<file path="src/rtl/core/xtea_pkg.sv">
`timescale 1ns / 1ps
`default_nettype none
// ---------------------------------------------------------------------------
// XTEA cipher package
// Shared constants, types and the per-cell round sum constants.
// ---------------------------------------------------------------------------
package xtea_pkg;

   localparam int ROUNDS    = 32;
   localparam int STAGES    = 2 * ROUNDS;
   localparam int KEY_WORDS = 4;
   localparam int ADDR_W    = 4;

   localparam logic [31:0] DELTA = 32'h9E3779B9;

   // Operation codes carried in the mode field.
   localparam logic MODE_ENCRYPT = 1'b0;
   localparam logic MODE_DECRYPT = 1'b1;

   typedef logic [KEY_WORDS-1:0][31:0] key_type;

   typedef struct packed {
      logic        mode;
      logic [31:0] left;
      logic [31:0] right;
   } item_type;

   // Sum seen by half-round k when encrypting.
   function automatic logic [31:0] enc_sum(input int k);
      logic [31:0] n;
      n = 32'((k >> 1) + (k & 1));
      return DELTA * n;
   endfunction

   // Sum seen by half-round k when decrypting.
   function automatic logic [31:0] dec_sum(input int k);
      logic [31:0] n;
      n = 32'(ROUNDS - (k >> 1) - (k & 1));
      return DELTA * n;
   endfunction

endpackage
`default_nettype wire

</file>
<file path="src/rtl/core/xtea_csr.sv">
`timescale 1ns / 1ps
`default_nettype none
// ---------------------------------------------------------------------------
// XTEA key registers
// APB-style access to the four 32-bit key words.
// ---------------------------------------------------------------------------
module xtea_csr (
   input  wire logic                        clock,
   input  wire logic                        reset,
   input  wire logic                        csr_psel,
   input  wire logic                        csr_penable,
   input  wire logic                        csr_pwrite,
   input  wire logic [xtea_pkg::ADDR_W-1:0] csr_paddr,
   input  wire logic [31:0]                 csr_pwdata,
   output logic      [31:0]                 csr_prdata,
   output logic                             csr_pready,
   output xtea_pkg::key_type                key
);
   import xtea_pkg::*;

   key_type    key_ff;
   logic [1:0] reg_index;

   assign csr_pready = 1'b1;
   assign reg_index  = csr_paddr[ADDR_W-1:2];
   assign csr_prdata = key_ff[reg_index];
   assign key        = key_ff;

   always_ff @(posedge clock) begin
      if (reset) begin
         key_ff <= '0;
      end else if (csr_psel && csr_penable && csr_pwrite && csr_pready) begin
         key_ff[reg_index] <= csr_pwdata;
      end
   end

endmodule
`default_nettype wire

</file>
<file path="config.mk">
export PLATFORM = sky130hd
export DESIGN_NAME = xtea_csr
export DESIGN_NICKNAME = d
export VERILOG_FILES = /design/src/rtl/core/xtea_pkg.sv /design/src/rtl/core/xtea_csr.sv
export SDC_FILE = /design/constraint.sdc
export NUM_CORES = 1
export LEC_CHECK = 0
export ABC_AREA = 1
export ABC_CLOCK_PERIOD_IN_PS = 800
export BUFFER_PORTS_ARGS = -buffer_cell sky130_fd_sc_hd__buf_4
export CORE_UTILIZATION = 46
export DETAILED_ROUTE_END_ITERATION = 16
export PLACE_DENSITY_LB_ADDON = 0.2
export SLEW_MARGIN = 20
export SYNTH_ARGS = -nofsm -noshare
export SYNTH_HDL_FRONTEND = slang
export SYNTH_SLANG_ARGS = --single-unit
</file>
<file path="constraint.sdc">
create_clock -name clock -period 0.8 [get_ports clock]
set_input_delay 0 -clock clock [delete_from_list [all_inputs] [get_ports clock]]
set_output_delay 0 -clock clock [all_outputs]
set_load 0.1 [all_outputs]
</file>
==> results of run 1 <==
==> logic make-up after synthesis <==
family | Yosys count
flops | 128
buf+inv | 102
simple gates | 686
other cells | 1
==> through the flow <==
step	util	cell area, um^2	setup TNS, ns	std cells	setup WS [ns]
floorplan	-	6387	-20.12	917	-0.6398
global placement	0.6821	8573	-27.38	1288	-0.2364
detailed placement	0.6821	8573	-30.17	1288	-0.2639
CTS	0.9017	11330	-34.40	1355	-0.4061
==> metal layers <==
layer / track usage / overflow
met3: 0.5894 / 0
met4: 0.9126 / 52
met1: 0.7701 / 2
met2: 0.9663 / 61
met5: 0.1222 / 0
==> synth_stat cells <==
library cell and number:
nand2_1 261, nor2_1 257, nand3_1 129, dfxtp_1 128, inv_1 34, nand4_1 32
buf_2 31, clkbuf_1 15, buf_4 11, buf_1 5, nor2_2 4, buf_6 3
inv_2 3, nor2_4 3, conb_1 1
==> repair_timing <==
item                                    in CTS
pin swaps                                   13
setup buffers                                4
endpoints found under the hold margin      126
endpoints found under the setup margin     160
hold buffers                                32
resized for setup                          467
==> metrics.yaml, run 1 <==
outcome: "aborted with a tool error"
lastStage: "5_1_grt"
tool.error: "[ERROR GRT-0232] Routing congestion too high. Check the congestion heatmap in the GUI."
cts_buffers: 17
ctsHtreeMaxLevel: 4
yosysWarnings: 0
synth_top_area_share: 0.4343
netlist_instances: 917
cts_sinks: 128
port_buffers: 198
die_y_um: 115.3
grt_overflow: 115
muxShareOfSynthArea: 0
synth_compound_area_frac: 0
place_congestion: 0.8263
die_x_um: 115.3
synth_top_area_cell: "dfxtp_1"
ys_types: 15
worstEpCategory: "top-level output"
synthesis.nets: 958
syn_area_um2: 5901
std_cell_rows: 41
grt_max_degree: 44
yosys.area_share.xor_xnor: 0
clk_path_buf_depth: 2
yosys.area_share.simple: 0.4828
synthAdderAreaFrac: 0
synth_top_family_by_area: "simple AND/OR/NAND/NOR gates"
synth_seq_cells: 128
syn_avg_cell_area_um2: 6.435
cts-root-buf: "clkbuf_16"
dp_hpwl_um: 12690
ys_seq_area_frac: 0.4343
start_util: 0.4695
synth_area_leaders: "dfxtp_1 (43%), nand2_1 (17%), nor2_1 (16%)"
track_usage: 0.7854
worst_endpoint: "csr_prdata[26]"
pin_count: 202
==> run 2, diff against run 1 <==
--- a/config.mk
+++ b/config.mk
@@ -6,11 +6,11 @@
 export NUM_CORES = 1
 export LEC_CHECK = 0
 export ABC_AREA = 1
-export ABC_CLOCK_PERIOD_IN_PS = 800
+export ABC_CLOCK_PERIOD_IN_PS = 1000
 export BUFFER_PORTS_ARGS = -buffer_cell sky130_fd_sc_hd__buf_4
-export CORE_UTILIZATION = 46
+export CORE_UTILIZATION = 40
 export DETAILED_ROUTE_END_ITERATION = 16
-export PLACE_DENSITY_LB_ADDON = 0.2
+export PLACE_DENSITY_LB_ADDON = 0.15
 export SLEW_MARGIN = 20
 export SYNTH_ARGS = -nofsm -noshare
 export SYNTH_HDL_FRONTEND = slang
==> constraint.sdc (replaced) <==
create_clock -name clock -period 1 [get_ports clock]
set_input_delay 0 -clock clock [delete_from_list [all_inputs] [get_ports clock]]
set_output_delay 0 -clock clock [all_outputs]
set_load 0.1 [all_outputs]
==> metrics.yaml, run 2 <==
placed_cells: 1285
grt_pass1_vias: 6381
cap_violations: 0
grt_pass1_wl_um: 32220
num_vias: 7279
grt_overflow: 0
total_power_mw: 13.93
rsz0062_at_grt: "true"
failed_checks: "negative setup slack"
dp_hpwl_um: 12560
nFillCells: 883
port_buffers: 198
cts_sinks: 128
routed_wl_um: 23750
worst_hold_path_type: "in -> reg"
pwr_density_cell_nw_per_um2: 1207
std_cell_rows: 44
dieArea_um2: 15240
post_dp_cell_area_um2: 8403
finalSetupViolations: 74
fin_area_um2: 11540
worst-path-buf-inv: 1
antenna_found_initial: 0
end_kind: "output port"
crit_chain: "nand2_2 > nand4_1 > buf_12"
ys_top_cells_by_count: "nand2_1 (261), nor2_1 (257), nand3_1 (129)"
die_x_um: 123.5
final_core_utilization: 0.7973
syn_avg_cell_area_um2: 6.435
clkTransAtPathRegs_ns: 0.05
ys.flop_type: "dfxtp_1"
pin_count: 202
layout.nets: 1235
async_reset_ff_frac: 0
drtPass1Iterations: 6
required_ns: 1.00
drive_gt1_frac: 0.4121
setup.worst_path.class: "reg -> out"
crit_start: "key[33]$_SDFFE_PP0P_"
syn_to_final_growth_pct: 95.63
outcome: "complete, but fails checks"
crit_slowest_cell: "dfxtp_4"
synthesis.nets: 958
largest_reg_flops: 128
start_util: 0.4075
worstPathArrival_ns: 1.28
cts_buffers: 17
ant_nets: 0
setup_tns_ns: -8.163
fmaxAchievable_mhz: 778.3
core_area_um2: 14480
insertion_delay_ns: 0.42
synth_area_leaders: "dfxtp_1 (43%), nand2_1 (17%), nor2_1 (16%)"
cpLargestDelayFamily: "flip-flops"
clock_skew_ns: 0
layoutNonFillerInstCount: 1390
layout_commonest_cell: "nor2_1"
die_y_um: 123.5
final-hold-violation-count: 0
multi_input_area_um2: 2990
worst_slack_ns: -0.2848
grt_max_degree: 49
timing.rr.start: "key[48]$_SDFFE_PP0P_"
synth_seq_cells: 128
worstHoldStart: "reset"
peakVddDrop_v: 0.001121
fin_worst_hold_slack_ns: 0.02776
synth_top_area_cell: "dfxtp_1"
cts_tree: "built"
cts-root-buf: "clkbuf_16"
synth_edf_count: 0
dp_slack_ns: -0.08576
start_kind: "flop"
min_period_over_period: 1.285
netlist_instances: 917
syn_area_um2: 5901
final-max-slew-violation-count: 0
final_cell_mix: "nor2_1 (256), nand2_1 (217), nand3_1 (129)"
ctsHtreeMaxLevel: 4
leakage_nw: 4.880
track_usage: 0.2736
drcViolationCount: 0
wl_per_cell_um: 17.08
yosysWarnings: 0
period_needed_ns: 1.285
clk_path_buf_depth: 2
diodes: 0
register_area_um2: 3033
ys_types: 15
ys_seq_area_frac: 0.4343
path_max_fanout: 3
place_congestion: 0.8288
cp_slowest_stage_delay_ns: 0.36
yosysMostFrequentCell: "nand2_1"
viasPerCell: 5.237
drtIter0Drc: 539
synth_top_area_share: 0.4343
run 2: area by class of cell:
type / count / share of cell area
Multi-Input combinational cell: 687 / 0.2591
Tap cell: 184 / 0.01994
Inverter: 37 / 0.01214
Timing Repair Buffer: 323 / 0.3998
Clock inverter: 11 / 0.008454
Clock buffer: 20 / 0.03783
Sequential cell: 128 / 0.2627
run 2: cell families after synthesis:
kind of cell / share of synthesized area
other: 0.0006355
buffers and inverters: 0.08227
AND/OR/NAND/NOR: 0.4828
flip-flops: 0.4343
run 2: repair_timing:
action                                 in CTS  in global routing
endpoints found under the hold margin     127                  0
cloned                                      0                  0
setup endpoints to repair                 160                134
pin swaps                                  26                 19
resized for setup                         314                190
hold buffers                               32                  0
setup buffers                               1                 41
run 2: per-layer routing:
layer | share of wire | wire, um | GRT usage
met3 | 0.064 | 1518 | 0.06965
met5 | 0 | 0 | 0
met1 | 0.39 | 9163 | 0.3334
met4 | 0.039 | 935 | 0.1175
met2 | 0.51 | 12130 | 0.4546
run 2: worst paths after layout:
path         slack, ns               endpoint  cells past startpoint
max              -0.28          csr_prdata[1]                      3
min               0.03  key[101]$_SDFFE_PP0P_                      4
max reg2reg       0.17   key[48]$_SDFFE_PP0P_                      4
min reg2reg       0.50    key[8]$_SDFFE_PP0P_                      2
run 2: power by group:
part           internal [mW]  leakage (nW)  total (mW)  switching (mW)
registers               4.96          1.14        5.11           0.146
logic                   1.10          3.48        3.07            1.97
clock network           3.58         0.262        5.75            2.17
total                   9.64          4.88        13.9            4.29
run 2: worst reg2reg max path, cell delays in order, from the launching register on:
cell	delay, ns
dfxtp_4	0.34
buf_6	0.12
buf_4	0.12
nor2_1	0.10
nor2_1	0.05
No activity file was read; power rests on OpenSTA's default activity.
