--- config.mk ---
export PLATFORM = sky130hd
export DESIGN_NAME = xtea_cell
export DESIGN_NICKNAME = d
export VERILOG_FILES = /design/src/rtl/core/xtea_pkg.sv /design/src/rtl/core/xtea_cell.sv
export SDC_FILE = /design/constraint.sdc
export NUM_CORES = 1
export LEC_CHECK = 0
export ABC_AREA = 0
export BUFFER_PORTS_ARGS = -buffer_cell sky130_fd_sc_hd__buf_2
export CORE_MARGIN = 2
export CORE_UTILIZATION = 49
export CTS_CLUSTER_DIAMETER = 30
export DETAILED_ROUTE_END_ITERATION = 7
export PLACE_DENSITY = 0.88
export SYNTH_ARGS = -nofsm -noshare
export SYNTH_HDL_FRONTEND = slang
export SYNTH_SLANG_ARGS = --single-unit
--- constraint.sdc ---
create_clock -name clock -period 9.2 [get_ports clock]
set_input_delay 1.38 -clock clock [delete_from_list [all_inputs] [get_ports clock]]
set_output_delay 1.38 -clock clock [all_outputs]
set_load 0.05 [all_outputs]
--- src/rtl/core/xtea_pkg.sv ---
`timescale 1ns / 1ps
`default_nettype none
// ---------------------------------------------------------------------------
// XTEA cipher package
// Shared constants, types and the per-cell round sum constants.
// ---------------------------------------------------------------------------
package xtea_pkg;

   localparam int ROUNDS    = 32;
   localparam int STAGES    = 2 * ROUNDS;
   localparam int KEY_WORDS = 4;
   localparam int ADDR_W    = 4;

   localparam logic [31:0] DELTA = 32'h9E3779B9;

   // Operation codes carried in the mode field.
   localparam logic MODE_ENCRYPT = 1'b0;
   localparam logic MODE_DECRYPT = 1'b1;

   typedef logic [KEY_WORDS-1:0][31:0] key_type;

   typedef struct packed {
      logic        mode;
      logic [31:0] left;
      logic [31:0] right;
   } item_type;

   // Sum seen by half-round k when encrypting.
   function automatic logic [31:0] enc_sum(input int k);
      logic [31:0] n;
      n = 32'((k >> 1) + (k & 1));
      return DELTA * n;
   endfunction

   // Sum seen by half-round k when decrypting.
   function automatic logic [31:0] dec_sum(input int k);
      logic [31:0] n;
      n = 32'(ROUNDS - (k >> 1) - (k & 1));
      return DELTA * n;
   endfunction

endpackage
`default_nettype wire

--- src/rtl/core/xtea_cell.sv ---
`timescale 1ns / 1ps
`default_nettype none
// ---------------------------------------------------------------------------
// XTEA half-round cell
// One half of a Feistel round, registered, for either direction.
// ---------------------------------------------------------------------------
module xtea_cell (
   input  wire logic               clock,
   input  wire logic               reset,
   input  wire logic               enable,
   input  xtea_pkg::key_type       key,
   input  wire logic [31:0]        enc_sum,
   input  wire logic [31:0]        dec_sum,
   input  wire logic               odd,
   input  wire logic               in_valid,
   input  xtea_pkg::item_type      in_item,
   output logic                    out_valid,
   output xtea_pkg::item_type      out_item
);
   import xtea_pkg::*;

   logic        decrypt;
   logic        upd_left;
   logic [31:0] src;
   logic [31:0] dst;
   logic [31:0] sum;
   logic [1:0]  kidx;
   logic [31:0] mix;
   logic [31:0] term;
   logic [31:0] res;
   item_type    item_in;
   item_type    item_ff;
   logic        valid_in;
   logic        valid_ff;

   // Encryption updates the left word in even cells; decryption runs the
   // halves in reverse, so it updates the left word in odd cells.
   always_comb begin
      decrypt  = (in_item.mode == MODE_DECRYPT);
      upd_left = (decrypt == odd);
      src      = upd_left ? in_item.right : in_item.left;
      dst      = upd_left ? in_item.left  : in_item.right;
      sum      = decrypt ? dec_sum : enc_sum;
      kidx     = upd_left ? sum[1:0] : sum[12:11];
      mix      = ((src << 4) ^ (src >> 5)) + src;
      term     = mix ^ (sum + key[kidx]);
      res      = decrypt ? (dst - term) : (dst + term);
      item_in  = in_item;
      if (upd_left) begin
         item_in.left = res;
      end else begin
         item_in.right = res;
      end
      valid_in = in_valid;
   end

   always_ff @(posedge clock) begin
      if (reset) begin
         valid_ff <= 1'b0;
      end else if (enable) begin
         valid_ff <= valid_in;
      end
   end

   always_ff @(posedge clock) begin
      if (enable) begin
         item_ff <= item_in;
      end
   end

   assign out_valid = valid_ff;
   assign out_item  = item_ff;

endmodule
`default_nettype wire

==> flow_summary.toml, run 1 <==
[drt]
post-route-drc-count = 0
drt_iter0_markers = 823
wl_um = 34900
routed-via-count = 11500
post_drt_wl_per_cell_um = 18.0
ant_nets = 0
via_per_inst = 5.94
dr.pass1.iters = 6

[synthesis]
synth_edf_count = 65
yosysSeqAreaShare_pct = 18.3
yosys.area.top_type_share_pct = 18.1
netlist_area_um2 = 10800
syn-num-nets = 1693
syn_avg_cell_area_um2 = 8.09
syn_inst = 1332
async_flop_share_pct = 0
ys_warn_count = 0
ys_ff_latch = 66
ys_types = 72
yosysTopAreaCell = "edfxtp_1"
yosys-top-cells-area = "edfxtp_1 (18%), ha_1 (11%), nand2_1 (8.7%)"
synth-main-ff-cell = "edfxtp_1"

[clocking]
cts_buffer_depth = 2
root_buffer = "clkbuf_16"
clkTransAtPathRegs_ns = 0.06
clk_latency_ns = 0.33
cts_tree = "yes"
cts_num_sinks = 66
htreeDepth = 3
numCtsBuffers = 9

[global_routing]
antenna_found_initial = 1
grt_max_degree = 67
grt_overflow = 0
grt_pass1_vias = 10600
track_usage_pct = 28.6
grt_pass1_wl_um = 54100

[placed_design]
portBuffers = 327
dp_hpwl_um = 29400
place_congestion = 0.938
dp.cells = 1914
preCtsSetupSlack_ns = -0.153

[power]
p_total_mw = 4.62
ir_drop_uv = 138
leakage_nw = 6.11
power.density_nw_per_um2 = 352

[sta]
hold_viol_final = 0
finalCritPeriodShare_pct = 95.2
setup_ws_ns = 0.446
fin_skew_ns = 0
period_needed_ns = 8.75
final_max_slew_viol_count = 0
tns_ns = 0
fmax_mhz = 114
rsz0062_at_grt = "false"
slew_headroom_pct = 38.9
setup_viol = 0
worst_slew_pin_slew_ns = 0.894

[floorplan]
dieHeight_um = 152
start_util_pct = 49.7
coreArea_um2 = 21700
die_area_um2 = 23200
die_x_um = 152
io_pins = 328
row_count = 54

[critical_path]
critPathKind = "in2reg"
crit_fanout = 16
crit_path_end_kind = "flop"
required_ns = 9.27
worstSetupStartpointType = "primary input"
cp.arrival_ns = 8.83

[worst_hold_path]
hold_class = "reg2reg"

[cells_and_area]
area_delta_synth_final_pct = 21.8
drive_above_1_share_pct = 27.5
fin_util_pct = 60.5
final_cells = 1933
finalNetCount = 2008
fillers = 1921

[outcome]
status = "finished, final reports clean"

[job]
max-cap-violations = 0
-- cells in the final DEF, fill, tap and decap left out, types with 24 or more instances in the layout --
cell type,instances
xor2_1,51
buf_4,26
mux4_2,33
nor2_1,72
nand2_1,249
ha_1,96
inv_1,41
a31oi_1,24
a21o_1,42
edfxtp_1,65
o21ai_0,105
mux2_2,32
xnor2_1,96
buf_2,327
a21oi_1,89
-- power breakdown --
group	total [mW]	internal, mW	leakage (nW)	switching, mW
combinational	3.68	1.33	5.32	2.35
clock	0.347	0.217	0.152	0.129
sequential	0.592	0.556	0.642	0.0353
total	4.62	2.10	6.11	2.52
-- registers in the layout, indices dropped and copies added (netlist names) --
signal     cells
out_valid      1
out_item      65
-- logic make-up (layout without fill, tap and decap cells) --
logic type / count (synthesis) / in the layout / share of synthesized area (%)
compound gates: 372 / 372 / 22.0
fa+ha+maj: 99 / 99 / 11.7
xor+xnor: 154 / 154 / 13.4
simple gates: 477 / 477 / 20.4
flops: 66 / 66 / 18.3
buf+inv: 91 / 411 / 3.19
mux: 73 / 73 / 11.0
other cells: 0 / 1 / 0
-- worst paths after layout --
| check | start | endpoint | slack [ns] | cells after the start |
|---|---|---|---|---|
| min | out_valid | out_valid | 0.51 | 2 |
| max | odd | out_item[31] | 0.45 | 25 |
| max reg2reg | out_valid | out_valid | 8.60 | 2 |
| min reg2reg | out_valid | out_valid | 0.51 | 2 |
-- final cells by class --
type,count,area (um2),share of cell area (%)
Multi-Input combinational cell,1175,8480,64.7
Sequential cell,66,1970,15.0
Timing Repair Buffer,354,1850,14.1
Antenna cell,1,2.50,0.0191
Clock buffer,10,239,1.82
Inverter,41,154,1.17
Tap cell,280,350,2.67
Clock inverter,6,66.3,0.505
-- worst max-delay path, cell delays in order --
cell	delay, ns
buf_2	0.27
mux4_2	0.68
buf_4	0.24
buf_4	0.24
mux4_2	0.46
ha_1	0.44
nand2_1	0.14
or4_1	0.54
o211a_1	0.34
o21ai_0	0.29
xor2_1	0.36
nor3b_1	0.46
nand2_1	0.16
nor2_1	0.26
a31oi_1	0.13
xor2_1	0.16
ha_1	0.35
nand2_1	0.13
or3_1	0.40
o41ai_2	0.30
a21o_1	0.34
xnor2_1	0.13
a22o_1	0.24
a31o_2	0.21
nand4bb_1	0.17
-- per-stage QoR --
step                      area, um2  hold WS (ns)
after global routing          13100         0.548
after global placement        12800         0.468
after detailed placement      12800         0.501
after floorplan               10800         0.733
after CTS                     13100         0.517
final                         13100         0.506
-- routing by layer --
metal / GRT usage, % / routed length, um / vias to the layer above
met3: 2.90 / 2600 / 53
li1: - / - / 5553
met4: 7.43 / 669 / 0
met1: 39.4 / 15300 / 5352
met5: 0 / 0 / -
met2: 48.2 / 16400 / 525
-- timing repair --
action,CTS,global route
hold buffers,0,0
endpoints found under the setup margin,0,2
setup buffers,0,2
resized for setup,0,5
-- synthesized netlist by cell type (all sizes together), types with 11 or more instances --
cell      n
o21a     20
a31oi    24
mux4     33
clkbuf   40
a211oi   13
nor3     16
nand2   249
xnor2    96
nor2b    11
a21o     42
nand3    20
and2     23
nor2     73
o31ai    12
inv      41
edfxtp   65
mux2     32
o21ai   107
xor2     51
and3     11
a21oi    91
nand2b   12
nand4    22
ha       96
Power figures use the tool's default switching activity.
==> run 2: changes to the inputs <==
- CORE_UTILIZATION: 49 -> 29
- PLACE_DENSITY: 0.88 -> 0.6
==> flow_summary.toml, run 2 (synthesis gave the netlist of run 1 again) <==
[outcome]
status = "finished, final reports clean"

[critical_path]
worstRegToRegCells = 2
crit_family = "simple AND/OR/NAND/NOR gates"
required_ns = 9.27
crit_fanout = 12
crit_slowest_cell = "mux4_2"
r2r_slack_ns = 8.62
cp.arrival_ns = 8.80
reg2reg_to = "out_valid"
critPathKind = "in2reg"
slowest_delay_ns = 0.73
cp_num_buf_inv = 1
crit_path_end_kind = "flop"
worstSetupStartpointType = "primary input"
rr_startpoint = "out_valid"

[sta]
slew_headroom_pct = 34.0
fin_skew_ns = 0
fmax_mhz = 115
final_max_slew_viol_count = 0
worst_slew_pin_slew_ns = 0.965
hold_viol_final = 0
setup_viol = 0
tns_ns = 0
rsz0062_at_grt = "false"
setup_ws_ns = 0.470
finalCritPeriodShare_pct = 94.9
period_needed_ns = 8.73

[floorplan]
die_area_um2 = 38700
coreArea_um2 = 36600
io_pins = 328
row_count = 70
dieHeight_um = 197
die_x_um = 197
start_util_pct = 29.4

[clocking]
cts_buffer_depth = 2
numCtsBuffers = 9
cts_num_sinks = 66
htreeDepth = 3
cts_tree = "yes"
clkTransAtPathRegs_ns = 0.06
root_buffer = "clkbuf_16"
clk_latency_ns = 0.33
ctsHoldBuffers = 0

[drt]
ant_nets = 0
wl_um = 39600
via_per_inst = 5.27
post_drt_wl_per_cell_um = 18.6
drt_iter0_markers = 737
post-route-drc-count = 0
routed-via-count = 11200
dr.pass1.iters = 5

[power]
ir_drop_uv = 116
p_total_mw = 4.72
power.density_nw_per_um2 = 352
leakage_nw = 6.15

[cells_and_area]
mostFrequentLayoutCell = "buf_2"
finalNetCount = 2017
design_area_um2 = 13400
area_delta_synth_final_pct = 24.5
layout_common_cells = "buf_2 (327), nand2_1 (249), o21ai_0 (105), xnor2_1 (96), ha_1 (96)"
largest_reg_flops = 65
drive_above_1_share_pct = 27.8
fillers = 3898

[job]
max-cap-violations = 0

[global_routing]
antenna_found_initial = 1
use_met2_pct = 32.1
grt_pass1_wl_um = 59800
grt_overflow = 0
track_usage_pct = 19.9
grt_pass1_vias = 10800
grt_max_degree = 67
use_met3_pct = 1.37
top_usage_layer = "met2"
grt.met1_usage_pct = 28.9

[placed_design]
place_congestion = 0.927
preCtsSetupSlack_ns = 0.0529
dp_hpwl_um = 34300
placed_area_um2 = 13100
portBuffers = 327

[worst_hold_path]
hold_class = "reg2reg"
hold_path_end = "out_valid"
min_from = "out_valid"
hold_depth = 2
[run 2: cell count changes in the layout (fill, tap and decap cells not counted), sizes merged]
| cell | change |
|---|---|
| buf | +9 |
| clkinvlp | +1 |
| inv | +1 |
| clkinv | -3 |
| bufinv | +1 |
[run 2: area by class of cell]
| cell class | count | area [um2] | area share [%] |
|---|---|---|---|
| Timing Repair Buffer | 363 | 1910 | 14.2 |
| Antenna cell | 1 | 2.50 | 0.0187 |
| Multi-Input combinational cell | 1175 | 8470 | 63.2 |
| Tap cell | 468 | 586 | 4.37 |
| Clock buffer | 10 | 229 | 1.71 |
| Sequential cell | 66 | 1970 | 14.7 |
| Inverter | 41 | 154 | 1.15 |
| Clock inverter | 6 | 90.1 | 0.672 |
[run 2: where the power goes]
part | internal [mW] | switching (mW)
clock | 0.238 | 0.129
combinational | 1.35 | 2.41
sequential | 0.556 | 0.0343
[run 2: per-layer routing]
layer  vias up  wire [um]  share of wire, %
met2       419      17400                44
met4         0        569               1.4
met3        22       2320               5.9
li1       5568          -                 -
met1      5217      19300                49
met5         -          0                 0
[run 2: repair_timing]
action	4_1_cts	5_1_grt
setup buffers	0	4
gates resized for setup	0	3
setup endpoints to repair	0	2
[run 2: worst register-to-register path, cell delays in order, from the launching register on]
cell	delay, ns
dfxtp_1	0.30
mux2i_1	0.12
nor2_1	0.05
[run 2: worst max-delay path by stage]
stage          from            to  slack (ns)  cells past startpoint
2_1_floorplan   odd  out_item[31]        0.37                     29
3_3_place_gp    odd  out_item[31]        0.13                     27
3_5_place_dp    odd  out_item[31]        0.05                     27
4_1_cts         odd  out_item[31]        0.39                     27
5_1_grt         odd  out_item[31]        0.02                     27
6_report        odd  out_item[31]        0.47                     25
[run 2: through the flow]
stage,hold WS [ns],std cells,util [%]
2_1_floorplan,0.733,1332,-
3_3_place_gp,0.472,2109,35.7
3_5_place_dp,0.477,2109,35.7
4_1_cts,0.493,2125,36.5
5_1_grt,0.572,2130,36.6
6_report,0.487,2130,36.6
