===== src/rtl/core/xtea_pkg.sv =====
`timescale 1ns / 1ps
`default_nettype none
// ---------------------------------------------------------------------------
// XTEA cipher package
// Shared constants, types and the per-cell round sum constants.
// ---------------------------------------------------------------------------
package xtea_pkg;

   localparam int ROUNDS    = 32;
   localparam int STAGES    = 2 * ROUNDS;
   localparam int KEY_WORDS = 4;
   localparam int ADDR_W    = 4;

   localparam logic [31:0] DELTA = 32'h9E3779B9;

   // Operation codes carried in the mode field.
   localparam logic MODE_ENCRYPT = 1'b0;
   localparam logic MODE_DECRYPT = 1'b1;

   typedef logic [KEY_WORDS-1:0][31:0] key_type;

   typedef struct packed {
      logic        mode;
      logic [31:0] left;
      logic [31:0] right;
   } item_type;

   // Sum seen by half-round k when encrypting.
   function automatic logic [31:0] enc_sum(input int k);
      logic [31:0] n;
      n = 32'((k >> 1) + (k & 1));
      return DELTA * n;
   endfunction

   // Sum seen by half-round k when decrypting.
   function automatic logic [31:0] dec_sum(input int k);
      logic [31:0] n;
      n = 32'(ROUNDS - (k >> 1) - (k & 1));
      return DELTA * n;
   endfunction

endpackage
`default_nettype wire


===== src/rtl/core/xtea_out_stage.sv =====
`timescale 1ns / 1ps
`default_nettype none
// ---------------------------------------------------------------------------
// XTEA output stage
// Output register plus skid register between the cell chain and the result.
// ---------------------------------------------------------------------------
module xtea_out_stage (
   input  wire logic          clock,
   input  wire logic          reset,
   input  wire logic          in_valid,
   input  xtea_pkg::item_type in_item,
   output logic               advance,
   output logic               out_valid,
   output logic [31:0]        out_left,
   output logic [31:0]        out_right,
   input  wire logic          out_ready
);
   import xtea_pkg::*;

   logic        out_valid_ff;
   logic        out_valid_in;
   logic        skid_valid_ff;
   logic        skid_valid_in;
   logic [63:0] out_data_ff;
   logic [63:0] out_data_in;
   logic [63:0] skid_data_ff;
   logic [63:0] skid_data_in;
   logic        take;
   logic        moving;

   assign advance = !skid_valid_ff;
   assign take    = out_valid_ff && out_ready;
   assign moving  = advance && in_valid;

   always_comb begin
      out_valid_in  = out_valid_ff;
      out_data_in   = out_data_ff;
      skid_valid_in = skid_valid_ff;
      skid_data_in  = skid_data_ff;
      priority if (skid_valid_ff) begin
         if (take) begin
            out_data_in   = skid_data_ff;
            skid_valid_in = 1'b0;
         end
      end else if (moving) begin
         if (!out_valid_ff || take) begin
            out_valid_in = 1'b1;
            out_data_in  = {in_item.right, in_item.left};
         end else begin
            skid_valid_in = 1'b1;
            skid_data_in  = {in_item.right, in_item.left};
         end
      end else if (take) begin
         out_valid_in = 1'b0;
      end
   end

   always_ff @(posedge clock) begin
      if (reset) begin
         out_valid_ff  <= 1'b0;
         skid_valid_ff <= 1'b0;
      end else begin
         out_valid_ff  <= out_valid_in;
         skid_valid_ff <= skid_valid_in;
      end
   end

   always_ff @(posedge clock) begin
      out_data_ff  <= out_data_in;
      skid_data_ff <= skid_data_in;
   end

   assign out_valid = out_valid_ff;
   assign out_left  = out_data_ff[31:0];
   assign out_right = out_data_ff[63:32];

endmodule
`default_nettype wire


===== config.mk =====
export PLATFORM = sky130hd
export DESIGN_NAME = xtea_out_stage
export DESIGN_NICKNAME = d
export VERILOG_FILES = /design/src/rtl/core/xtea_pkg.sv /design/src/rtl/core/xtea_out_stage.sv
export SDC_FILE = /design/constraint.sdc
export NUM_CORES = 1
export LEC_CHECK = 0
export BUFFER_PORTS_ARGS = -buffer_cell sky130_fd_sc_hd__buf_2
export CELL_PAD_IN_SITES_DETAIL_PLACEMENT = 0
export CELL_PAD_IN_SITES_GLOBAL_PLACEMENT = 1
export CORE_MARGIN = 10
export CORE_UTILIZATION = 40
export CTS_CLUSTER_DIAMETER = 120
export DETAILED_ROUTE_END_ITERATION = 12
export PLACE_DENSITY = 0.72
export REMOVE_ABC_BUFFERS = 1
export SYNTH_ARGS = -nofsm -noshare
export SYNTH_HDL_FRONTEND = slang
export SYNTH_SLANG_ARGS = --single-unit

===== constraint.sdc =====
create_clock -name clock -period 13.2 [get_ports clock]
set_clock_uncertainty 0.15 [all_clocks]
set_input_delay 1.32 -clock clock [delete_from_list [all_inputs] [get_ports clock]]
set_output_delay 1.32 -clock clock [all_outputs]
set_load 0.02 [all_outputs]

==> impl_metrics.py, run 1 <==
metrics = {
    "synth": {
        "synth_warnings": 0,
        "yosys-top-cells-area": "edfxtp_1 81%, mux2_2 14%, mux2_4 1.9%, dfxtp_1 0.84%, buf_2 0.53%",
        "synthMuxAreaShare": 0.1580,
        "synthTopCellsByCount": "128 x edfxtp_1, 58 x mux2_2, 6 x mux2_4, 5 x buf_2, 3 x inv_1",
        "yosysTopAreaCellShare": 0.8065,
        "async_reset_ff_frac": 0,
        "syn_avg_cell_area_um2": 22.37,
        "ys.flop_type": "edfxtp_1",
        "synth_top_family_by_area": "multiplexers",
        "yosys.cell_count.top_type": "edfxtp_1",
        "synth_compound_area_frac": 0.007088,
        "synth_fa_ha_area_frac": 0,
        "synth_edf_count": 128,
        "synth-simple-area-share": 0.004463,
        "yosys_register_bits": 130,
        "yosysUniqueCellTypes": 15,
        "synthesis.area_um2": 4766,
        "synthCells": 213,
        "synth_xor_area_frac": 0,
        "synth_top_cell_by_area": "edfxtp_1",
        "ys_seq_area_frac": 0.8149,
    },
    "drt": {
        "dr_wl_met2_mm": 4.722,
        "ant_nets": 0,
        "post-route-drc-count": 0,
        "routed_wl_mm": 9.681,
        "vias": 2445,
        "top_layer": "met5",
        "drt_iter0_markers": 156,
        "first_pass_iters": 4,
        "post_drt_wl_per_cell_um": 18.83,
        "via_per_inst": 4.757,
        "m1WireLength_mm": 3.840,
        "met3_length_um": 906,
    },
    "critical_path": {
        "arrival_ns": 1.78,
        "cp_slowest_cell": "dfxtp_4",
        "cp-end-kind": "primary output",
        "max_stage_delay_ns": 0.99,
        "r2r_cells": 3,
        "cp_data_required_time_ns": 11.73,
        "crit_path_cell_trace": "inv_1 > buf_2",
        "cp-start-kind": "register",
        "path_class": "register to primary output",
        "crit_fanout": 69,
    },
    "clock_tree": {
        "cts.sink_count": 130,
        "path_clk_slew_ns": 0.05,
        "htreeDepth": 4,
        "root_buffer": "clkbuf_16",
        "cts_buffers": 17,
        "cts_resized": 0,
        "postCtsHoldBufs": 0,
        "post_cts_buffers": 0,
        "tritoncts": "done",
        "insertion_delay_ns": 0.41,
        "ctsLongestPathBuffers": 2,
    },
    "floorplanning": {
        "fp-row-count": 39,
        "core_um2": 11560,
        "pin_count": 135,
        "die_w_um": 129.2,
        "chipHeight_um": 129.2,
        "dieArea_um2": 16680,
        "start_util": 0.4121,
    },
    "timing": {
        "period_share": 0.2460,
        "slew_viol_final": 0,
        "hold_viol_final": 0,
        "slew_headroom": 0.3497,
        "tightest_slew_ns": 0.9754,
        "fin_crit_ns": 3.247,
        "setup_viol": 0,
        "fmax_mhz": 307.9,
        "rsz0062_at_grt": "no",
        "setup_ws_ns": 9.953,
        "hold_slack_ns": 0.3925,
        "setup_tns_ns": 0,
    },
    "global_routing": {
        "first_global_vias": 2830,
        "track_usage": 0.1223,
        "grt_first_pass_wirelength_mm": 15.26,
        "grt_overflow": 0,
        "antenna_found_initial": 1,
        "grt_max_degree": 70,
    },
    "power_and_ir_drop": {
        "ir_drop_mv": 0.08349,
        "power.total_w": 0.0009996,
        "powerDensity_nw_per_um2": 163.8,
        "p_leak_nw": 2.295,
    },
    "cells_and_area": {
        "area_delta_synth_final_pct": 28.04,
        "layout-drive-gt1-share": 0.6173,
        "fill_cells": 958,
        "fin_nets": 427,
        "diodes": 0,
    },
    "placement": {
        "place_congestion": 0.7053,
        "port_buffers": 133,
        "place_hpwl_mm": 6.312,
        "place_ws_ns": 9.748,
    },
    "min_path": {
        "hp-class": "register to register",
        "whs_path_depth": 1,
    },
    "run": {
        "drv_cap": 0,
    },
    "status": {
        "status": "complete, no violations",
    },
}
report_power, final:
part	switching, W	leakage (nW)	internal (W)
Combinational	0.0000511	0.811	0.0000359
Clock	0.000160	0.268	0.000258
Sequential	0.0000109	1.22	0.000484
cells in the final DEF (no fill, tap or decap), types with 3 or more instances in the layout:
master,count
mux2_4,6
clkbuf_16,17
clkbuf_8,4
mux2_2,58
clkinv_2,6
inv_1,3
clkbuf_1,5
edfxtp_1,128
buf_2,133
critical path: cells and delay by family (launching register included):
kind     cells  cell delay [ns]
buf+inv      2             0.36
flops        1             0.99
registers in the layout, summed over array words and instances (netlist names):
name and flops:
skid_valid_ff 1, out_valid 1, skid_data_ff 64, out_data_ff 64
layout make-up:
cell class / instances / area [um2] / area share
flip-flops and latches: 130 / 3887 / 0.6371
multi-input cells: 72 / 822.0 / 0.1347
repair buffers: 134 / 673.1 / 0.1103
clock buffers: 26 / 499.2 / 0.08181
well taps: 143 / 178.9 / 0.02932
clock inverters: 6 / 30.03 / 0.004921
inverters: 3 / 11.26 / 0.001845
stage by stage:
step                utilization  cells  cell area (um2)
global placement         0.4819    482             5573
floorplan                     -    205             4703
detailed placement       0.4819    482             5573
CTS                      0.5276    514             6102
finish                   0.5276    514             6102
global route             0.5276    514             6102
metal layers:
layer,global-route usage,vias up
met3,0.06403,16
li1,-,1152
met2,0.1914,92
met5,0,-
met1,0.1332,1183
met4,0.06421,2
final timing paths:
path	end	slack (ns)	from
worst max-delay path	advance	9.95	skid_valid_ff
worst min-delay path	out_data_ff[41]	0.39	skid_data_ff[41]
worst max register to register	out_data_ff[40]	10.10	skid_valid_ff
worst min register to register	out_data_ff[41]	0.39	skid_data_ff[41]
logic make-up after synthesis:
logic type | Yosys count
and+or+nand+nor | 3
DFF | 130
buffers and inverters | 11
muxes | 65
AOI/OAI and AO/OA | 4
Note: power is estimated with default switching activity, not from simulation.
==> run 2: changes to the inputs <==
--- a/config.mk
+++ b/config.mk
@@ -9,10 +9,10 @@
 export CELL_PAD_IN_SITES_DETAIL_PLACEMENT = 0
 export CELL_PAD_IN_SITES_GLOBAL_PLACEMENT = 1
 export CORE_MARGIN = 10
-export CORE_UTILIZATION = 40
+export CORE_UTILIZATION = 39
 export CTS_CLUSTER_DIAMETER = 120
 export DETAILED_ROUTE_END_ITERATION = 12
-export PLACE_DENSITY = 0.72
+export PLACE_DENSITY = 0.73
 export REMOVE_ABC_BUFFERS = 1
 export SYNTH_ARGS = -nofsm -noshare
 export SYNTH_HDL_FRONTEND = slang
==> constraint.sdc (replaced) <==
create_clock -name clock -period 2.97 [get_ports clock]
set_clock_uncertainty 0.15 [all_clocks]
set_input_delay 0.297 -clock clock [delete_from_list [all_inputs] [get_ports clock]]
set_output_delay 0.297 -clock clock [all_outputs]
set_load 0.02 [all_outputs]
==> run 2 against run 1 <==
Final area up 13%; first-iteration DRC count down 19%; die area up 2.2%; via count up 11%; core utilization up 4.6 points; sequential power rose to 4.4 times the previous value; total power rose to 4.8 times the previous value; count of clock-buffer cells in the layout down 9; clock power rose to 5.1 times the previous value; register-to-register slack worse by 9.4 ns.
==> impl_metrics.py, run 2 (synthesis results as in run 1) <==
metrics = {
    "status": {
        "status": "complete, no violations",
    },
    "power_and_ir_drop": {
        "p_leak_nw": 2.603,
        "powerDensity_nw_per_um2": 696.6,
        "ir_drop_mv": 0.3577,
    },
    "cells_and_area": {
        "reg.largest.list": "out_data_ff (64), skid_data_ff (64)",
        "final_core_util": 0.5741,
        "stdcell_area_um2": 6895,
        "layout_common_cells": "133 x buf_2, 128 x edfxtp_1, 66 x dlygate4sd3_1, 58 x mux2_2, 17 x clkbuf_16",
        "area_delta_synth_final_pct": 44.68,
        "final_common_cell": "buf_2",
        "diodes": 0,
        "layout-drive-gt1-share": 0.5353,
        "fin_nets": 495,
    },
    "clock_tree": {
        "root_buffer": "clkbuf_16",
        "post_cts_buffers": 0,
        "ctsLongestPathBuffers": 2,
        "tritoncts": "done",
        "cts.sink_count": 130,
        "path_clk_slew_ns": 0.06,
        "insertion_delay_ns": 0.41,
        "cts_buffers": 17,
        "htreeDepth": 4,
    },
    "floorplanning": {
        "core_um2": 12010,
        "pin_count": 135,
        "start_util": 0.3968,
        "die_w_um": 130.5,
        "chipHeight_um": 130.5,
        "fp-row-count": 40,
        "dieArea_um2": 17040,
    },
    "critical_path": {
        "cp-end-kind": "register",
        "cp-start-kind": "register",
        "arrival_ns": 2.46,
        "r2r_end": "skid_valid_ff",
        "timing.rr.start": "skid_valid_ff",
        "cp_data_required_time_ns": 3.16,
        "crit_fanout": 35,
        "r2r_setup_slack_ns": 0.70,
        "path_class": "register to register",
        "r2r_cells": 4,
    },
    "placement": {
        "placed_area_um2": 5618,
        "place_hpwl_mm": 6.325,
        "port_buffers": 133,
        "place_congestion": 0.6824,
        "place_ws_ns": 0.8917,
    },
    "drt": {
        "routed_wl_mm": 10.02,
        "post_drt_wl_per_cell_um": 17.10,
        "via_per_inst": 4.611,
        "drt_iter0_markers": 126,
        "ant_nets": 0,
        "first_pass_iters": 4,
        "post-route-drc-count": 0,
        "vias": 2702,
    },
    "min_path": {
        "hp-class": "primary input to register",
        "worst_hold_startpoint": "in_valid",
        "worstHoldEndpoint": "out_valid",
        "whs_path_depth": 3,
    },
    "global_routing": {
        "first_global_vias": 3001,
        "track_usage": 0.1224,
        "grt_first_pass_wirelength_mm": 15.73,
        "grt_max_degree": 58,
        "antenna_found_initial": 0,
        "grt_overflow": 0,
    },
    "timing": {
        "fin_crit_ns": 2.265,
        "fmax_mhz": 441.5,
        "period_share": 0.7626,
        "setup_tns_ns": 0,
        "setup_viol": 0,
        "setup_ws_ns": 0.7050,
        "rsz0062_at_grt": "no",
        "hold_viol_final": 0,
        "slew_headroom": 0.6538,
        "slew_viol_final": 0,
        "tightest_slew_ns": 0.5194,
    },
    "run": {
        "drv_cap": 0,
    },
}
## run 2: changes by cell type in the layout (fill, tap and decap cells not counted)
cell,change
bufinv_16,+4
clkinv_2,-3
buf_12,+2
clkbuf_1,-5
clkinvlp_4,+7
clkbuf_8,-4
clkinv_1,+1
dlygate4sd3_1,+66
## run 2: worst max path at each step
stage                  startpoint  depth (start not counted)  slack [ns]              end
floorplan           skid_valid_ff                          2       -2.92   out_data_ff[0]
global placement    skid_valid_ff                          3        0.90   out_data_ff[1]
detailed placement  skid_valid_ff                          2        0.89  out_data_ff[34]
CTS                 skid_valid_ff                          4        0.68    skid_valid_ff
global route        skid_valid_ff                          4        0.53    skid_valid_ff
finish              skid_valid_ff                          4        0.70    skid_valid_ff
## run 2: cell type report
cell class / instances / area [um2]
clock inverter: 15 / 191.4
clock buffer: 17 / 425.4
fill: 928 / 5116
timing repair buffer: 202 / 1374
tap: 147 / 183.9
multi-input combinational: 72 / 822.0
sequential: 130 / 3887
inverter: 3 / 11.26
## run 2: power by group
group	total, W	internal [W]	switching (W)
clock network	0.00214	0.00139	0.000749
registers	0.00219	0.00215	0.0000370
logic	0.000474	0.000222	0.000252
total	0.00480	0.00377	0.00104
## run 2: what timing repair did
action                    CTS  global route
hold endpoints to repair   66             0
hold buffers               66             0
resized for setup           0             0
## run 2: routing by layer
metal / track usage / vias to the layer above / wire length, um
met1: 0.1362 / 1312 / 4102
li1: - / 1283 / -
met2: 0.1963 / 93 / 4886
met4: 0.05886 / 0 / 175
met3: 0.05560 / 14 / 854
met5: 0 / - / 0
## run 2: critical path, cell delays in order, from the launching register on
cell,delay (ns)
dfxtp_4,0.66
buf_4,0.54
a21oi_1,0.07
a211oi_1,0.17
dlygate4sd3_1,0.56
## run 2: stage by stage
step	hold slack (ns)	power, W	std cells
floorplan	0.2255	0.002468	205
global placement	0.3375	0.002629	488
detailed placement	0.3389	0.002639	488
CTS	0.02049	0.004863	586
global route	0.03094	0.004983	586
finish	0.04597	0.004804	586
